**src/design/sec_div.sv**
```systemverilog
// pipelined restoring divider, one quotient bit per stage
module sec_div #(
  parameter int NW = 8,
  parameter int DW = 8,
  parameter int QW = 8
) (
  input  logic          clk,
  input  logic [NW-1:0] num,
  input  logic [DW-1:0] den,
  output logic [QW-1:0] quo
);
  localparam int CW = NW + DW + QW;

  logic [NW-1:0] rem [1:QW-1];
  logic [DW-1:0] dr  [1:QW-1];
  logic [QW-1:0] qr  [1:QW];

  genvar k;
  generate
    for (k = 0; k < QW; k++) begin : g_stage
      localparam int SH = QW - 1 - k;
      logic [NW-1:0] rin;
      logic [DW-1:0] din;
      logic [QW-1:0] qin;
      logic [CW-1:0] trial;
      logic [CW-1:0] diff;
      logic          ge;
      if (k == 0) begin : g_first
        assign rin = num;
        assign din = den;
        assign qin = '0;
      end else begin : g_next
        assign rin = rem[k];
        assign din = dr[k];
        assign qin = qr[k];
      end
      assign trial = CW'(din) << SH;
      assign ge    = CW'(rin) >= trial;
      assign diff  = CW'(rin) - trial;
      always_ff @(posedge clk) begin
        qr[k+1] <= (qin << 1) | QW'(ge);
      end
      if (k < QW - 1) begin : g_rem
        always_ff @(posedge clk) begin
          rem[k+1] <= ge ? diff[NW-1:0] : rin;
          dr[k+1]  <= din;
        end
      end
    end
  endgenerate

  assign quo = qr[QW];
endmodule

```
**config.mk**
```make
export PLATFORM = sky130hd
export DESIGN_NAME = sec_div
export DESIGN_NICKNAME = d
export VERILOG_FILES = /design/src/design/sec_div.sv
export SDC_FILE = /design/constraint.sdc
export NUM_CORES = 1
export LEC_CHECK = 0
export BUFFER_PORTS_ARGS = -buffer_cell sky130_fd_sc_hd__buf_2
export CORE_UTILIZATION = 50
export DETAILED_ROUTE_END_ITERATION = 7
export PLACE_DENSITY = 0.67
export SYNTH_ARGS = -nofsm -noshare
export SYNTH_HDL_FRONTEND = slang
export SYNTH_SLANG_ARGS = --single-unit
```
**constraint.sdc**
```tcl
create_clock -name clk -period 1.9 [get_ports clk]
set_input_delay 0.095 -clock clk [delete_from_list [all_inputs] [get_ports clk]]
set_output_delay 0.095 -clock clk [all_outputs]
set_load 0.05 [all_outputs]
```
==> run summary <==
================================================================================
Via count of the first global-routing pass ........................         2916
Transition at the pin with the smallest max-transition slack ......     0.420 ns
Count of final hold-check violations ..............................            0
Kind of start point of the critical path ..........................         flop
Power after layout ................................................      7.43 mW
FFs w/ async S/R, synth ...........................................            0
Worst max-slew margin expressed relative to the limit .............        0.720
Minimum setup slack among reg-to-reg paths ........................     0.006 ns
HPWL after DPL ....................................................      4.96 mm
Cell area after placement .........................................     5080 um2
Iter 0 DRT Violations .............................................           56
Maximum clock insertion buffer count ..............................            2
Starting density of the core ......................................        0.513
Endpoint of the lowest-slack register-to-register path ............ rem[2][13]$_DFF_P_
Critical path required time .......................................      2.31 ns
Largest net degree at the start of global routing .................           17
Number of I/O pins ................................................           25
Post-synth EDFFs ..................................................            0
Setup violators final .............................................            0
Last weighted congestion value of the routability-driven placer ...        0.854
Detail-routed net length per standard cell ........................      12.7 um
Setup Slack @ Placement ...........................................    -0.161 ns
Fraction of the core area covered by cells at the end of the flow .        0.661
Global-route congestion overflow total ............................            0
Fraction of layout instances using a drive strength above 1 .......        0.257
Portion of the post-synthesis area used by sequential elements ....        0.628
Outcome ...........................................................    completed
Vias per inst .....................................................         4.82
Total routed wirelength ...........................................      7.39 mm
Via count .........................................................         2798
Synthesized area per cell .........................................     12.4 um2
Maximum ir drop on the vdd rail ...................................       571 uV
#FFs+latches synth ................................................          148
Count of unique library cells instantiated by Yosys ...............           46
Multi-input combinational cell area ...............................     1760 um2
Hold crit path type ............................................... input pin to flop
P_leak ............................................................      2.75 nW
Maximum frequency from static timing analysis .....................    0.528 GHz
Int Power .........................................................      5.54 mW
Worst Setup End Kind ..............................................         flop
Count of filler cells inserted in the layout ......................          672
Clock period minus worst slack ....................................      1.89 ns
First-pass GRT wire length ........................................      12.1 mm
Diode insertion count for antenna repair ..........................            0
Remaining DRCs ....................................................            0
Sequential group share of total power .............................        0.459
Worst setup path startpoint ....................................... rem[2][3]$_DFF_P_
CTS Sinks .........................................................          148
Mapped cell area ..................................................     4720 um2
Clock transition at the registers of the reported paths ...........      0.07 ns
Length in cells of the worst reg-to-reg path ......................            8
Net count after synthesis .........................................          439
Max H-tree Level ..................................................            4
Count of mapped cells out of synthesis ............................          380
Power dissipated by switching net loads ...........................      1.90 mW
CTS tree ..........................................................         done
Inserted Clock Buffers ............................................           17
Final worst-path cycle share ......................................        0.997
Global-route total usage across every layer .......................        0.166
Yosys warning count ...............................................            0
Port-buffer cells .................................................           24
Clock latency at the later pin of the worst-skew pair .............      0.52 ns
Worst-case hold slack .............................................     0.218 ns
Class of the most critical setup path ............................. flop to flop
Pwr dens ..........................................................  1220 nW/um2
Share of power burned in the clock network ........................        0.429
Std cell rows .....................................................           35
Final slew viol count .............................................            0
Worst Path Arrival ................................................      2.30 ns
Detailed-routing iteration count for the pre-antenna-repair pass ..            4
Crit-path max FO ..................................................            4
Clk root buf ......................................................     clkbuf_8
Setup repair after global routing missed its margin ...............          yes
Setup WS post-layout ..............................................   0.00605 ns
Final instance area ...............................................     6080 um2
Area of all sequential standard cells .............................     2970 um2
Worst clock skew ..................................................   0.00708 ns
Predominant post-synthesis flop cell ..............................      dfxtp_1
Antenna violations before repair ..................................            0
Area Growth Syn to Fin ............................................        28.7%
DIE AREA ..........................................................     9830 um2
Die X-Extent ......................................................      99.2 um
Number of nets in the final layout ................................          516
Startpoint of the worst register-to-register path ................. rem[2][3]$_DFF_P_
Standard cell core area ...........................................     9200 um2
Height of the die .................................................      99.2 um
Detail Route Antenna Nets .........................................            0
Combinational fraction of design power ............................        0.112
Worst setup path endpoint ......................................... rem[2][13]$_DFF_P_
Switch share ......................................................        0.255
Max-Cap Viols .....................................................            0
================================================================================
[layer usage]
metal  up-vias  track usage  part of all wire
li1       1441            -                 -
met1      1305        0.145              0.37
met2        37        0.325              0.58
met3        15       0.0527             0.023
met4         0       0.0984             0.025
met5         -            0                 0
[cells by family (layout without fill, tap and decap cells)]
logic type | count (synthesis) | count (layout) | share of synthesized area
flops | 148 | 148 | 0.628
simple gates | 58 | 58 | 0.0700
compound gates | 51 | 51 | 0.0766
buf+inv | 51 | 141 | 0.0408
fa+ha+maj | 42 | 42 | 0.121
mux | 20 | 20 | 0.0456
xor+xnor | 10 | 10 | 0.0186
[stage by stage]
stage	std cells	TNS [ns]
floorplan	380	0
global placement	524	-0.307
detailed placement	524	-0.917
CTS	575	0
global route	581	-0.458
finish	581	0
[Yosys cell counts (all sizes together), types with 9 or more instances]
master  count  area share
xnor2       9       0.017
dfxtp     148        0.63
inv        49       0.039
a21oi      14       0.015
nand2      13       0.010
nor2       10      0.0080
ha         36       0.095
mux2        9       0.022
o21ai      12       0.013
mux2i      11       0.023
[worst max-delay path: stages (launching register included)]
cell and delay (ns):
dfxtp_2 0.32, inv_2 0.05, ha_4 0.16, fa_2 0.39, nor2b_1 0.17, o21ai_1 0.08
nand2b_1 0.13, o311ai_4 0.14, mux2_4 0.33
[cell type report]
cell class                 instances  share of cell area
clock buffer                      17              0.0681
clock inverter                    15              0.0272
inverter                          49              0.0303
multi-input combinational        181               0.289
sequential                       148               0.489
tap                              111              0.0229
timing repair buffer              60              0.0733
[how the worst min path moves through the flow]
stage / start / to / cells after the start
final: num[6] / rem[0][14]$_DFF_P_ / 2
after global routing: num[3] / rem[0][11]$_DFF_P_ / 2
after CTS: den[3] / dr[1][3]$_DFF_P_ / 2
after detailed placement: den[2] / dr[1][2]$_DFF_P_ / 1
after global placement: num[5] / rem[0][13]$_DFF_P_ / 1
after floorplan: den[0] / dr[1][0]$_DFF_P_ / 0
[state kept, by name, indices dropped and copies added, names as in the netlist]
register	flops
dr	56
qr	36
rem	56
[cell usage in the layout, fill, tap and decap left out, drive strengths merged, types with 2 or more instances in the layout]
master,n
dlygate4sd3,16
xnor2,9
nand3,2
nor3,3
nand2,13
o31a,3
o31ai,3
nor2,10
nor2b,5
o21a,2
clkinv,5
dfxtp,148
fa,6
o311ai,2
a21o,5
mux2,9
mux2i,11
buf,44
o21ai,12
a21oi,14
nor3b,2
a21boi,2
ha,36
clkbuf,17
nand2b,6
inv,57
nand4,2
or4,3
a211oi,2
nor4,6
[power by group through the flow]
stage,registers [mW],clock network (mW),logic [mW]
after detailed placement,3.47,0,0.700
after global placement,3.47,0,0.677
after floorplan,3.50,0,0.476
final,3.41,3.19,0.831
after global routing,3.43,3.40,0.928
after CTS,3.41,3.25,0.765
[repair_timing]
item	4_1_cts	5_1_grt
endpoints found under the hold margin	17	0
pin swaps	2	11
hold buffers	16	0
buffers inserted	3	6
gates resized for setup	14	32
endpoints found under the setup margin	15	20
Power figures use the tool's default switching activity.
