--- config.mk ---
export PLATFORM = sky130hd
export DESIGN_NAME = sec_isqrt
export DESIGN_NICKNAME = d
export VERILOG_FILES = /design/src/design/sec_isqrt.sv
export SDC_FILE = /design/constraint.sdc
export NUM_CORES = 2
export LEC_CHECK = 0
export ABC_CLOCK_PERIOD_IN_PS = 4100
export BUFFER_PORTS_ARGS = -buffer_cell sky130_fd_sc_hd__buf_2
export CORE_MARGIN = 2
export CORE_UTILIZATION = 60
export DETAILED_ROUTE_END_ITERATION = 8
export GPL_TIMING_DRIVEN = 1
export PLACE_DENSITY = 0.75
export SLEW_MARGIN = 20
export SYNTH_ARGS = -nofsm -noshare
export SYNTH_HDL_FRONTEND = slang
export SYNTH_SLANG_ARGS = --single-unit
--- constraint.sdc ---
create_clock -name clk -period 4.1 [get_ports clk]
set_input_delay 0.82 -clock clk [delete_from_list [all_inputs] [get_ports clk]]
set_output_delay 0.82 -clock clk [all_outputs]
set_load 0.05 [all_outputs]
--- src/design/sec_isqrt.sv ---
// pipelined integer square root, one result bit per stage
module sec_isqrt #(
  parameter int XW = 50
) (
  input  logic              clk,
  input  logic [XW-1:0]     x,
  output logic [XW/2-1:0]   root
);
  localparam int RW = XW / 2;

  logic [XW-1:0] xr [1:RW-1];
  logic [XW-1:0] rr [1:RW];

  genvar k;
  generate
    for (k = 0; k < RW; k++) begin : g_stage
      localparam logic [XW:0] BIT = (XW+1)'(1) << (XW - 2 - 2*k);
      logic [XW-1:0] xin;
      logic [XW-1:0] rin;
      logic [XW:0]   sum;
      logic [XW:0]   rup;
      logic          ge;
      if (k == 0) begin : g_first
        assign xin = x;
        assign rin = '0;
      end else begin : g_next
        assign xin = xr[k];
        assign rin = rr[k];
      end
      assign sum = {1'b0, rin} + BIT;
      assign ge  = {1'b0, xin} >= sum;
      assign rup = {1'b0, rin >> 1} + BIT;
      always_ff @(posedge clk) begin
        rr[k+1] <= ge ? rup[XW-1:0] : (rin >> 1);
      end
      if (k < RW - 1) begin : g_rem
        always_ff @(posedge clk) begin
          xr[k+1] <= ge ? (xin - sum[XW-1:0]) : xin;
        end
      end
    end
  endgenerate

  assign root = rr[RW][RW-1:0];
endmodule

==> flow_summary.rst <==
.. list-table::
   :header-rows: 1

   * - Metric
     - Value
   * - Total of endpoints with negative setup slack in the final report
     - 0
   * - Unrepaired setup endpoints after global routing
     - false
   * - Global-route wire length before repair
     - 208 mm
   * - Total gr overflow
     - 0
   * - Max-cap viol count
     - 0
   * - Timing endpoint of the critical path
     - xr[5][198]
   * - WL/cell
     - 17.8 um
   * - Startpoint of the worst-slack reg-to-reg timing path
     - rr[0][1119]
   * - Max IR drop VDD
     - 0.513 mV
   * - Post-synth net total
     - slightly above 6k
   * - Final Max Tran Viols
     - 0
   * - Reg2reg setup slack
     - 0.27 ns
   * - Fin Clk Skew
     - roughly 0.038 ns
   * - Crit Path Max Fanout
     - 18
   * - Number of antenna cells inserted
     - 0
   * - Count of flip-flops with a built-in enable after synthesis
     - 0
   * - Reported net switching power
     - 15.9 mW
   * - TritonCTS clock tree
     - yes
   * - Die Wd
     - 314 um
   * - Total Nets Final
     - between 6k and 7k
   * - Number of sinks handled by clock tree synthesis
     - ~1.5k
   * - Largest family of logic cells by synthesized area
     - simple AND/OR/NAND/NOR gates
   * - Final cycle utilization of the critical path
     - 0.934
   * - Total half-perimeter wirelength after legalization and detailed placement
     - 97.3 mm
   * - Data required time of the critical path
     - 4.79 ns
   * - Vias per std cell
     - approximately 5.6
   * - Number of synthesized register bits
     - 1525
   * - Yosys warning count
     - 0
   * - Top flip-flop cell by instance count after synthesis
     - dfxtp_1
   * - Overall routed net length
     - ~130 mm
   * - Floorplan die height
     - 314 um
   * - Multiplexer area fraction after synthesis
     - 0.00856
   * - Port Buffers
     - 75
   * - Fraction of power spent switching nets
     - 0.331
   * - Worst EP arrival
     - about 4.5 ns
   * - Sequential standard cell area
     - 30500 um2
   * - Outcome
     - finished clean
   * - Min-Delay Path Class
     - in2reg
   * - Combinational share of power
     - 0.268
   * - GPL Wtd Cong
     - 0.934
   * - Number of core rows
     - 113
   * - Die Area
     - 98500 um2
   * - Critical Path Source Type
     - register
   * - H-tree lvl count
     - 4
   * - Most common cell after layout, fill and taps aside
     - dfxtp_1
   * - Number of antenna violations at the first check in global routing
     - 1
   * - Part of the Yosys area used for sequential elements
     - 0.530
   * - Filler cell count
     - 7211
   * - Growth of design area from synthesis to finish
     - 12.3%
   * - Fraction of layout cells with a size suffix above 1
     - 0.0814
   * - Post-synthesis share of cell area spent on and, or, nand and nor gates
     - 0.146
   * - Remaining number of nets flagged by the antenna check after routing
     - 0
   * - P_leak
     - 29.6 nW
   * - Number of failing hold endpoints at the final stage
     - 0
   * - Post-synthesis instance total
     - 5734
   * - Clock-pin slew of the registers on the worst-case setup and hold paths
     - 0.06 ns
   * - Worst slew margin relative to its limit
     - 0.233
   * - Via count of the first global-routing pass
     - about 40k
   * - Kind of capture point of the worst setup path
     - register
   * - Starting DRC count in detailed routing
     - 2650
   * - Mean Syn Cell Area
     - 10.0 um2
   * - Setup CP Type
     - reg2reg
   * - Total power density per cell area
     - 743 nW/um2
   * - Clock latency reported for the late side of the worst-skew pair
     - 0.77 ns
   * - Maximum number of pins on one net before global-route repair
     - 43
   * - Slew at the pin with the worst max-slew slack
     - approximately 1.1 ns
   * - First-pass detailed-route iteration total
     - 6
   * - Share of power burned in registers
     - 0.441
   * - Vias
     - 40.8k
   * - Buffer levels on the longest clock path
     - 3
   * - Synthesized-area fraction occupied by xor and xnor cells
     - 0.0751
   * - I/O pin count
     - 76
   * - Compound-cell area share of the yosys netlist
     - 0.127
   * - Setup Total Neg Slack
     - 0 ns
   * - Total core area
     - 95000 um2
   * - Number of library cell types mapped by synthesis
     - 95
   * - Clock root buffer master
     - clkbuf_16
   * - Total clock buffers created by CTS
     - 146
   * - Fraction of the core area covered by cells at the end of the flow
     - 0.681
   * - Initial standard-cell utilization of the core
     - 0.606
   * - Post-Syn Area
     - 57600 um2
   * - GRT Total Usage
     - 0.260
   * - Critical path startpoint
     - rr[0][1119]
   * - Destination of the worst register-to-register timing path
     - xr[5][198]
   * - DRC viols
     - 0
   * - Total area of multi-input combinational cells
     - between 20000 and 25000 um2
   * - FFs w/ async S/R, synth
     - 0
   * - Post-Synth Adder-Cell Area
     - 0.0752
   * - Clock network power share
     - 0.291
   * - Number of hold buffers added after cts
     - 0
   * - Number of cells on the worst reg-to-reg path
     - 10
   * - Min cycle time layout
     - 3.83 ns
   * - Highest-count cells in the layout ignoring fill and taps
     - dfxtp_1 (1525), inv_1 (459), ha_1 (346)
   * - Max Fclk
     - 261 MHz
   * - Cell internal pwr
     - 32.1 mW
[per-layer routing]
layer	vias to the layer above	wire, um	global-route usage
li1	20400	-	-
met1	19300	54800	0.311
met2	934	64900	0.472
met3	259	5500	0.0395
met4	0	4220	0.0957
met5	-	0	0
[state kept, by name, summed over array words and instances (netlist names)]
register	count
rr	325
xr	1200
[repair_timing]
item,CTS,global route
resized for setup,0,1
setup endpoints to repair,0,4
endpoints found under the hold margin,0,0
buffers inserted,0,0
[kinds of logic (layout without fill, tap and decap cells)]
kind of cell,after synthesis,count (layout)
xor gates and xnor gates,494,494
and+or+nand+nor,1607,1607
muxes,45,45
adders and majority gates,346,346
buffers and inverters,574,850
DFF,1525,1525
AOI/OAI and AO/OA,1143,1143
[how the worst min path moves through the flow]
stage,startpoint,endpoint,depth (start not counted)
after detailed placement,xr[2][101],xr[2][151],0
after CTS,x[16],xr[0][66],1
after global routing,x[29],xr[0][79],1
final,x[30],xr[0][80],1
after floorplan,xr[1][135],xr[1][185],0
after global placement,xr[3][17],xr[3][67],0
[power by group through the flow]
stage               Clock, mW  Combinational, mW  Sequential (mW)
CTS                      14.2               12.8             21.2
finish                   14.0               12.9             21.2
detailed placement          0               12.7             21.4
global route             14.8               14.4             21.5
floorplan                   0               9.94             20.3
global placement            0               12.4             21.4
[layout make-up]
class / count / area share
sequential: 1525 / 0.472
multi-input combinational: 3635 / 0.385
clock buffer: 196 / 0.0644
inverter: 462 / 0.0268
tap: 1265 / 0.0245
clock inverter: 69 / 0.0157
timing repair buffer: 123 / 0.0114
[cells in the mapped netlist (91+ instances only)]
cell type  count  share of area
inv_1        459          0.030
nor3_1       150          0.013
ha_1         346          0.075
dfxtp_1     1525           0.53
nor2_1       324          0.021
a21oi_1      312          0.027
nand2_1      344          0.022
xor2_1       240          0.037
o21ai_0      301          0.026
xnor2_1      254          0.039
a21o_1       133          0.017
nor4_1       203          0.022
nand4_1       92          0.010
nand3_1       91         0.0079
[per-stage QoR]
| step | instance area (um2) | setup slack, ns | instances | total power, mW | hold slack, ns |
|---|---|---|---|---|---|
| global placement | 59500 | 0.106 | 7010 | 33.8 | 0.328 |
| floorplan | 57600 | 1.07 | 5734 | 30.3 | 0.322 |
| finish | 64700 | 0.272 | 7275 | 48.0 | 0.143 |
| global route | 64700 | 0.118 | 7275 | 50.7 | 0.126 |
| CTS | 64700 | 0.125 | 7275 | 48.1 | 0.107 |
| detailed placement | 59500 | 0.108 | 7010 | 34.1 | 0.334 |
[worst max-delay path, stage by stage (launching register included)]
cell,delay (ns)
dfxtp_1,0.33
inv_1,0.04
ha_1,0.51
nand4_1,0.26
nor4b_2,0.56
nand4_1,0.41
nand4_1,0.28
a41oi_4,0.11
or4b_1,0.73
nor4_1,0.36
xor2_1,0.17
(Power assumes the default switching activity.)
